===== config.mk =====
export PLATFORM = sky130hd
export DESIGN_NAME = keyboard_latch_with_key_queue_top
export DESIGN_NICKNAME = d
export VERILOG_FILES = /design/src/kbl_pkg.sv /design/src/kbl_key_fifo.sv /design/src/keyboard_latch_with_key_queue_top.sv
export SDC_FILE = /design/constraint.sdc
export NUM_CORES = 1
export LEC_CHECK = 0
export BUFFER_PORTS_ARGS = -buffer_cell sky130_fd_sc_hd__buf_2
export CORE_MARGIN = 5
export CORE_UTILIZATION = 45
export CTS_CLUSTER_SIZE = 20
export DETAILED_ROUTE_END_ITERATION = 16
export GPL_TIMING_DRIVEN = 0
export PLACE_DENSITY = 0.63
export SKIP_LAST_GASP = 1
export SYNTH_ARGS = -nofsm -noshare
export SYNTH_HDL_FRONTEND = slang
export SYNTH_SLANG_ARGS = --single-unit

===== constraint.sdc =====
create_clock -name aclk -period 7.2 [get_ports aclk]
set_clock_uncertainty 0.2 [all_clocks]
set_input_delay 0.72 -clock aclk [delete_from_list [all_inputs] [get_ports aclk]]
set_output_delay 0.72 -clock aclk [all_outputs]
set_load 0.03 [all_outputs]

===== src/kbl_pkg.sv =====
// package for the keyboard latch with key queue
// holds queue sizing, action codes and the fifo control/status structs; no dependencies
package kbl_pkg;

    localparam int QUEUE_DEPTH = 16;
    localparam int PTR_W       = (QUEUE_DEPTH > 1) ? $clog2(QUEUE_DEPTH) : 1;
    localparam int CNT_W       = $clog2(QUEUE_DEPTH + 1);

    localparam int ADDR_W = 16;
    localparam int CODE_W = 8;
    localparam int IDX_W  = 8;

    localparam logic [ADDR_W-1:0] DATA_ADDR_RST   = 16'hC000;
    localparam logic [ADDR_W-1:0] STROBE_ADDR_RST = 16'hC010;
    localparam logic [CODE_W-1:0] AVAIL_BIT       = 8'h80;
    localparam logic [CODE_W-1:0] ZERO_BYTE       = 8'h00;

    typedef enum logic [1:0] {
        ACT_READ    = 2'd0,
        ACT_WRITE   = 2'd1,
        ACT_PRESS   = 2'd2,
        ACT_RELEASE = 2'd3
    } kbl_action_t;

    typedef enum logic [IDX_W-1:0] {
        REG_DATA_ADDR   = 8'd0,
        REG_STROBE_ADDR = 8'd1
    } kbl_reg_t;

    typedef struct packed {
        logic              push;
        logic              pop;
        logic [CODE_W-1:0] wr_data;
    } kbl_fifo_ctrl_t;

    typedef struct packed {
        logic              empty;
        logic              full;
        logic [CODE_W-1:0] head_data;
    } kbl_fifo_stat_t;

endpackage


===== src/kbl_key_fifo.sv =====
// key code queue: register storage, head pointer and fill count
// depends on kbl_pkg
module kbl_key_fifo (
    input  logic                    aclk,
    input  logic                    aresetn,
    input  kbl_pkg::kbl_fifo_ctrl_t ctrl,
    output kbl_pkg::kbl_fifo_stat_t stat
);
    import kbl_pkg::*;

    logic [CODE_W-1:0] store_reg [QUEUE_DEPTH];
    logic [PTR_W-1:0]  head_reg, head_next;
    logic [CNT_W-1:0]  count_reg, count_next;
    logic [CNT_W:0]    wr_sum;
    logic [PTR_W-1:0]  wr_ptr;

    // tail = (head + count) mod depth, sum stays below twice the depth
    always_comb begin
        wr_sum = {{(CNT_W+1-PTR_W){1'b0}}, head_reg} + {1'b0, count_reg};
        if (wr_sum >= (CNT_W+1)'(QUEUE_DEPTH)) begin
            wr_sum = wr_sum - (CNT_W+1)'(QUEUE_DEPTH);
        end
        wr_ptr = wr_sum[PTR_W-1:0];
    end

    always_comb begin
        head_next  = head_reg;
        count_next = count_reg;
        if (ctrl.push) begin
            count_next = count_reg + CNT_W'(1);
        end else if (ctrl.pop) begin
            count_next = count_reg - CNT_W'(1);
            if (head_reg == PTR_W'(QUEUE_DEPTH - 1)) begin
                head_next = '0;
            end else begin
                head_next = head_reg + PTR_W'(1);
            end
        end
    end

    always_ff @(posedge aclk) begin
        if (!aresetn) begin
            head_reg  <= '0;
            count_reg <= '0;
        end else begin
            head_reg  <= head_next;
            count_reg <= count_next;
        end
    end

    always_ff @(posedge aclk) begin
        if (ctrl.push) begin
            store_reg[wr_ptr] <= ctrl.wr_data;
        end
    end

    assign stat.empty     = (count_reg == '0);
    assign stat.full      = (count_reg == CNT_W'(QUEUE_DEPTH));
    assign stat.head_data = store_reg[head_reg];

    a_count_bound: assert property (@(posedge aclk) disable iff (!aresetn)
        count_reg <= CNT_W'(QUEUE_DEPTH))
        else $error("fifo count above depth");

    a_no_push_full: assert property (@(posedge aclk) disable iff (!aresetn)
        ctrl.push |-> !stat.full)
        else $error("push into full fifo");

    a_pop_moves_head: assert property (@(posedge aclk) disable iff (!aresetn)
        (ctrl.pop && !ctrl.push && !stat.empty) |=> (count_reg == $past(count_reg) - CNT_W'(1)))
        else $error("pop did not drop count");

endmodule


===== src/keyboard_latch_with_key_queue_top.sv =====
// keyboard data/strobe latch with a queue of key codes and a held-key map
// depends on kbl_pkg and kbl_key_fifo
// the result beat is registered and offered in the cycle after its input beat is taken;
// throughput one beat per cycle: a new beat is taken whenever the result register is empty or being drained
// reset (aresetn low, synchronous) empties the queue, clears the held map, clears the
// strobe and restores both bus addresses; queue storage itself is not cleared
module keyboard_latch_with_key_queue_top (
    input  logic                        aclk,
    input  logic                        aresetn,
    input  logic                        cfg_valid,
    output logic                        cfg_ready,
    input  logic [kbl_pkg::IDX_W-1:0]   cfg_index,
    input  logic [kbl_pkg::ADDR_W-1:0]  cfg_data,
    input  logic                        s_valid,
    output logic                        s_ready,
    input  logic [1:0]                  s_action,
    input  logic [kbl_pkg::ADDR_W-1:0]  s_address,
    input  logic [kbl_pkg::CODE_W-1:0]  s_key_code,
    output logic                        m_valid,
    input  logic                        m_ready,
    output logic [kbl_pkg::CODE_W-1:0]  m_read_data,
    output logic                        m_key_dropped
);
    import kbl_pkg::*;

    logic [ADDR_W-1:0] data_addr_reg, strobe_addr_reg;
    logic              strobe_clr_reg, strobe_clr_next;
    logic [255:0]      held_reg;
    logic              held_set, held_clr;
    logic              m_valid_reg;
    logic [CODE_W-1:0] rd_reg, rd_next;
    logic              drop_reg, drop_next;
    logic              accept;
    kbl_action_t       act;
    kbl_fifo_ctrl_t    fifo_ctrl;
    kbl_fifo_stat_t    fifo_stat;

    assign cfg_ready = 1'b1;
    assign s_ready   = !m_valid_reg || m_ready;
    assign accept    = s_valid && s_ready;
    assign act       = kbl_action_t'(s_action);

    always_ff @(posedge aclk) begin
        if (!aresetn) begin
            data_addr_reg   <= DATA_ADDR_RST;
            strobe_addr_reg <= STROBE_ADDR_RST;
        end else if (cfg_valid) begin
            case (cfg_index)
                REG_DATA_ADDR:   data_addr_reg   <= cfg_data;
                REG_STROBE_ADDR: strobe_addr_reg <= cfg_data;
                default: ;
            endcase
        end
    end

    always_comb begin
        rd_next           = ZERO_BYTE;
        drop_next         = 1'b0;
        strobe_clr_next   = strobe_clr_reg;
        held_set          = 1'b0;
        held_clr          = 1'b0;
        fifo_ctrl.push    = 1'b0;
        fifo_ctrl.pop     = 1'b0;
        fifo_ctrl.wr_data = s_key_code;
        case (act)
            ACT_READ: begin
                // data address wins when both registers match
                if (s_address == data_addr_reg) begin
                    if (!fifo_stat.empty) begin
                        rd_next         = fifo_stat.head_data | AVAIL_BIT;
                        strobe_clr_next = 1'b0;
                    end
                end else if (s_address == strobe_addr_reg) begin
                    rd_next = strobe_clr_reg ? ZERO_BYTE : AVAIL_BIT;
                    if (!strobe_clr_reg && !fifo_stat.empty) begin
                        fifo_ctrl.pop   = accept;
                        strobe_clr_next = 1'b1;
                    end
                end
            end
            ACT_PRESS: begin
                if (!held_reg[s_key_code]) begin
                    if (fifo_stat.full) begin
                        drop_next = 1'b1;
                    end else begin
                        held_set        = 1'b1;
                        fifo_ctrl.push  = accept;
                        strobe_clr_next = 1'b0;
                    end
                end
            end
            ACT_RELEASE: held_clr = 1'b1;
            default: ;
        endcase
    end

    always_ff @(posedge aclk) begin
        if (!aresetn) begin
            strobe_clr_reg <= 1'b1;
            held_reg       <= '0;
            m_valid_reg    <= 1'b0;
        end else begin
            if (accept) begin
                strobe_clr_reg <= strobe_clr_next;
                if (held_set) begin
                    held_reg[s_key_code] <= 1'b1;
                end else if (held_clr) begin
                    held_reg[s_key_code] <= 1'b0;
                end
                m_valid_reg <= 1'b1;
            end else if (m_ready) begin
                m_valid_reg <= 1'b0;
            end
        end
    end

    always_ff @(posedge aclk) begin
        if (accept) begin
            rd_reg   <= rd_next;
            drop_reg <= drop_next;
        end
    end

    kbl_key_fifo u_fifo (
        .aclk    (aclk),
        .aresetn (aresetn),
        .ctrl    (fifo_ctrl),
        .stat    (fifo_stat)
    );

    assign m_valid       = m_valid_reg;
    assign m_read_data   = rd_reg;
    assign m_key_dropped = drop_reg;

    a_drop_no_data: assert property (@(posedge aclk) disable iff (!aresetn)
        (m_valid && m_key_dropped) |-> (m_read_data == ZERO_BYTE))
        else $error("dropped key beat carries read data");

    a_push_marks_held: assert property (@(posedge aclk) disable iff (!aresetn)
        fifo_ctrl.push |=> (held_reg[$past(s_key_code)] && !strobe_clr_reg))
        else $error("queued key not marked held or strobe not set");

    a_pop_clears_strobe: assert property (@(posedge aclk) disable iff (!aresetn)
        fifo_ctrl.pop |=> strobe_clr_reg)
        else $error("pop left strobe set");

endmodule


==> results of run 1 <==
Yosys cell counts (8+ instances only):
master / count
and3_1: 11
nand4_1: 10
a31oi_1: 244
a21oi_1: 8
buf_6: 14
nor2_1: 336
edfxtp_1: 121
nor4_1: 21
mux4_2: 92
nor2b_1: 17
mux2i_1: 55
nor3_1: 22
a41oi_1: 18
nand2_1: 69
xnor2_1: 25
nand3_1: 29
a22oi_1: 10
dfxtp_1: 303
buf_2: 29
inv_1: 9
clkbuf_1: 123
o21ai_0: 262
nand2b_1: 15
xor2_1: 15
cell type report:
class | count | area [um2]
Clock buffer | 58 | 1290
Timing Repair Buffer | 65 | 325
Sequential cell | 424 | 9700
Clock inverter | 28 | 400
Tap cell | 585 | 732
Fill cell | 3902 | 20700
Inverter | 11 | 41.3
Buffer | 181 | 858
Antenna cell | 1 | 2.50
Multi-Input combinational cell | 1321 | 8970
power groups by stage:
stage	sequential [W]	combinational [W]	clock [W]
final	0.00246	0.000410	0.00263
after global placement	0.00252	0.000387	0
after floorplan	0.00252	0.000230	0
after detailed placement	0.00252	0.000394	0
after global routing	0.00246	0.000429	0.00275
after CTS	0.00246	0.000396	0.00265
per-layer routing:
metal  vias up  track usage [%]
met1      8403             39.5
li1       7465                -
met4         0             14.0
met5         -                0
met3       244             6.47
met2      1159             45.2
path summary, 6_finish.rpt:
kind,start,end,cells past startpoint
max,s_key_code[2],u_fifo.count_reg[4]$_SDFFE_PN0P_,19
min,cfg_data[4],strobe_addr_reg[4]$_SDFFE_PN1P_,3
max reg2reg,flop,u_fifo.store_reg[11][1]$_DFFE_PP_,9
min reg2reg,flop,flop,2
placed cells by master (no fill, tap or decap), types with 17 or more instances in the layout:
master	Yosys	final
nor2_1	336	336
dfxtp_1	303	303
o21ai_0	262	262
a31oi_1	244	244
clkbuf_1	123	126
edfxtp_1	121	121
buf_2	29	94
mux4_2	92	92
nand2_1	69	69
mux2i_1	55	55
clkbuf_16	0	46
nand3_1	29	29
xnor2_1	25	25
nor3_1	22	22
a41oi_1	18	18
nor2b_1	17	17
metrics by stage:
step           instances  setup slack, ns  instance area (um2)
4_1_cts             2673             1.80                22300
5_1_grt             2673             1.51                22300
6_report            2674             1.66                22300
2_1_floorplan       1937             2.97                19500
3_5_place_dp        2587             1.15                20600
3_3_place_gp        2587            0.884                20500
worst max-delay path, stage by stage:
cell	delay (ns)
buf_2	0.31
buf_2	0.42
clkbuf_1	0.86
and2_1	0.40
a22oi_1	0.15
a21boi_0	0.34
o31ai_1	0.17
o2111ai_1	0.31
o21ai_2	0.16
nand2_2	0.31
buf_2	0.36
inv_1	0.10
fa_1	0.41
nor2b_1	0.13
o21ai_0	0.10
nand2b_1	0.14
nand3_1	0.08
mux2_2	0.29
o2111ai_1	0.08
logic make-up after synthesis:
group	share of synthesized area, %
AND/OR/NAND/NOR	11.9
other	0.0192
AO/OA/AOI/OAI	17.4
multiplexers	13.8
adder cells (fa/ha/maj)	0.655
buffers and inverters	4.62
XOR/XNOR	1.80
flip-flops	49.8
==> out/results.ini, run 1 <==
[run_status]
status=complete, no violations

[placement]
place_congestion=1.01
io_buffers=65
dp_hpwl_um=47700

[route]
post_drt_wl_per_cell_um=26.8
remaining_drc_errors=0
dr_wl_met2_um=31500
drt-met1-wl_um=28200
ant_nets=0
top_layer=met4
dr_total_vias=17300
drt_iter0_drc=2411
drt-total-wl_um=71600
viasPerCell=6.46
firstDrtPassIters=6
met3_length_um=7900

[setup_path]
end_kind=flop
worst-setup-path-type=primary input to flop
r2r_setup_slack_ns=2.95
crit_path_start_kind=primary input
arrival_ns=5.85
critPathMaxFanout=19
cp_data_required_time_ns=7.51

[hold_path]
worstHoldPathType=primary input to flop

[logic_synthesis]
synth_area_per_cell_um2=10.1
ys_ff_latch=424
syn_area_mm2=0.0195
synth-main-ff-cell=dfxtp_1
ys_seq_area_share_pct=49.8
synth_cell_types=58
ys_warn_count=0
syn_nets=2001
yosys.area.top_type=dfxtp_1
synth_top_area_share_pct=31.1
syn-instance-count=1937
synth_edf_count=121
synth_area_leaders=dfxtp_1 31%, edfxtp_1 19%, mux4_2 11%
async_reset_ff_share_pct=0

[floorplanning]
ios=67
row_count=76
start_util_pct=45.3
die_width_um=218
die_h_um=218
dieArea_mm2=0.0476
core_area_mm2=0.0430

[timing]
hold_viol_final=0
setup_tns_ns=0
rsz0062_at_grt=false
slew-limit-headroom_pct=16.3
holdWs_ns=0.183
worstMarginPinSlew_ns=1.25
finalCritPeriodShare_pct=77.0
fin_crit_ns=5.54
setup_viol=0
final_max_slew_viol_count=0
fmax_mhz=180

[global_routing]
antenna_found_initial=0
grt_use_total_pct=29.3
grt_pass1_vias=16500
grt_pass1_wl_um=105000
gr-total-overflow=0
grt_start_max_net_pins=25

[power]
fin_total_pwr_w=0.00550
netSwitchingFraction_pct=24.8
p_sw_w=0.00136
p_leak_nw=7.56
p_int_w=0.00414
powerDensity_mw_per_mm2=246
seqPwrFrac_pct=44.8
peakVddDrop_mv=0.200
p_clk_share_pct=47.7
pwr-share-comb_pct=7.5

[cts]
cts_resized=0
cts_buffer_depth=3
clk_latency_ns=0.62
post-cts-setup-buffers=0
path_clk_slew_ns=0.06
h-tree-depth=2
cts_made_buffers=46
cts_hold_buffers=0
tritoncts=built
cts_root_buffer=clkbuf_16
clkSinkCount=424

[layout]
fin_util_pct=51.9
nets=2114
drive_gt1_share_pct=15.0
area_growth_pct=14.5

[flow_run]
cap_violations=0

No activity file was read; power rests on OpenSTA's default activity.
==> run 2, diff against run 1 <==
- PLACE_DENSITY: 0.63 -> 0.65
- clock period: 7.2 -> 4.9 ns (I/O delays scaled with it)
==> out/results.ini, run 2 (synthesis gave the netlist of run 1 again) <==
[run_status]
status=complete, no violations

[flow_run]
cap_violations=0

[setup_path]
crit_start=s_key_code[1]
r2r_setup_slack_ns=0.73
cp_data_required_time_ns=5.15
end_kind=flop
reg2reg_depth=15
crit_chain=clkbuf_4, buf_4, buf_6, buf_2, nor2b_1, a22oi_1, a21oi_1, a211o_1, o2111ai_1, o21ai_2, nand2_4, clkbuf_4, ha_1, nor2b_1, o21ai_0, nand2b_1, nand3_1, mux2_2, o2111ai_1
path_buf_inv=5
path_delay_family=compound AO/OA/AOI/OAI gates
slowest_delay_ns=0.86
cp.depth=19
arrival_ns=5.13
r2r-end=u_fifo.count_reg[4]$_SDFFE_PN0P_
endpoint=u_fifo.count_reg[4]$_SDFFE_PN0P_
worst-setup-path-type=primary input to flop
critPathMaxFanout=17
crit_path_start_kind=primary input
worst_path_max_delay_cell=nor2b_1

[floorplanning]
ios=67
row_count=76
dieArea_mm2=0.0476
die_width_um=218
die_h_um=218
start_util_pct=45.3
core_area_mm2=0.0430

[timing]
finalCritPeriodShare_pct=99.7
slew-limit-headroom_pct=20.0
fin_crit_ns=4.88
final_max_slew_viol_count=0
fmax_mhz=205
hold_viol_final=0
finalWorstSetupSlack_ns=0.0156
worstMarginPinSlew_ns=1.20
rsz0062_at_grt=false
holdWs_ns=0.0681
setup_viol=0

[placement]
pre_cts_slack_ns=-0.989
dp_hpwl_um=47000
dp.cells=2589
place_congestion=0.997
io_buffers=65

[route]
ant_nets=0
remaining_drc_errors=0
dr_total_vias=17500
post_drt_wl_per_cell_um=26.6
drt-total-wl_um=71600
viasPerCell=6.50
drt_iter0_drc=2730
firstDrtPassIters=7

[power]
fin_total_pwr_w=0.00775
peakVddDrop_mv=0.273
powerDensity_mw_per_mm2=346
p_leak_nw=7.59

[global_routing]
grt_start_max_net_pins=26
grt_pass1_vias=16700
antenna_found_initial=0
grt_use_total_pct=29.3
gr-total-overflow=0
grt_pass1_wl_um=105000

[cts]
tritoncts=built
clkSinkCount=424
cts_buffer_depth=3
path_clk_slew_ns=0.06
cts_made_buffers=45
h-tree-depth=2
clk_latency_ns=0.60
cts_root_buffer=clkbuf_16

[layout]
instances_no_fill=2687
fill_cells=3878
drive_gt1_share_pct=14.5
area_growth_pct=14.8
multi_input_area_mm2=0.00899
regArea_mm2=0.00970
n_antenna_cell=0
layout_commonest_cell=nor2_1
final_cell_mix=336 x nor2_1, 303 x dfxtp_1, 262 x o21ai_0
nets=2133

[hold_path]
min_path_cells=1
worstHoldPathType=primary input to flop
min_from=s_key_code[1]

run 2: cell types whose count changed in the layout (fill, tap and decap cells not counted), sizes merged:
| cell | delta |
|---|---|
| clkinvlp | -6 |
| bufinv | -3 |
| buf | -3 |
| clkbuf | +3 |
| dlygate4sd3 | +18 |
| diode | -1 |
| inv | -1 |
| clkinv | +6 |
run 2: what timing repair did:
| item | 4_1_cts | 5_1_grt |
|---|---|---|
| hold buffers | 18 | 0 |
| buffers inserted | 0 | 1 |
| pin swaps | 0 | 1 |
| hold endpoints to repair | 33 | 0 |
| resized for setup | 7 | 9 |
| setup endpoints to repair | 75 | 49 |
run 2: where the power goes:
group          switching, W  total [W]  leakage (nW)  internal [W]
clock               0.00150    0.00351         0.729       0.00201
sequential       0.00000736    0.00362          3.54       0.00361
combinational      0.000445   0.000620          3.32      0.000175
total               0.00195    0.00775          7.59       0.00580
run 2: worst min-delay path by stage:
stage / endpoint
2_1_floorplan: flop
3_3_place_gp: flop
3_5_place_dp: flop
4_1_cts: u_fifo.store_reg[8][4]$_DFFE_PP_
5_1_grt: u_fifo.store_reg[7][1]$_DFFE_PP_
6_report: u_fifo.store_reg[1][1]$_DFFE_PP_
run 2: cell type report:
| type | count | area share [%] |
|---|---|---|
| Tap cell | 585 | 3.27 |
| Multi-Input combinational cell | 1321 | 40.2 |
| Buffer | 180 | 3.91 |
| Sequential cell | 424 | 43.4 |
| Timing Repair Buffer | 86 | 2.38 |
| Clock buffer | 56 | 5.35 |
| Inverter | 11 | 0.185 |
| Clock inverter | 24 | 1.31 |
run 2: metrics by stage:
step	instance area [um2]	setup TNS, ns	utilization, %
global placement	20500	-122.27	47.8
CTS	22300	-0.0868	52.0
detailed placement	20600	-87.02	48.0
floorplan	19500	0	-
global route	22400	0	52.0
finish	22400	0	52.0
run 2: per-layer routing:
metal	GRT usage, %	wire length (um)
met5	0.313	0
met4	16.2	4540
met3	6.87	8420
met2	44.6	31400
met1	38.7	27300
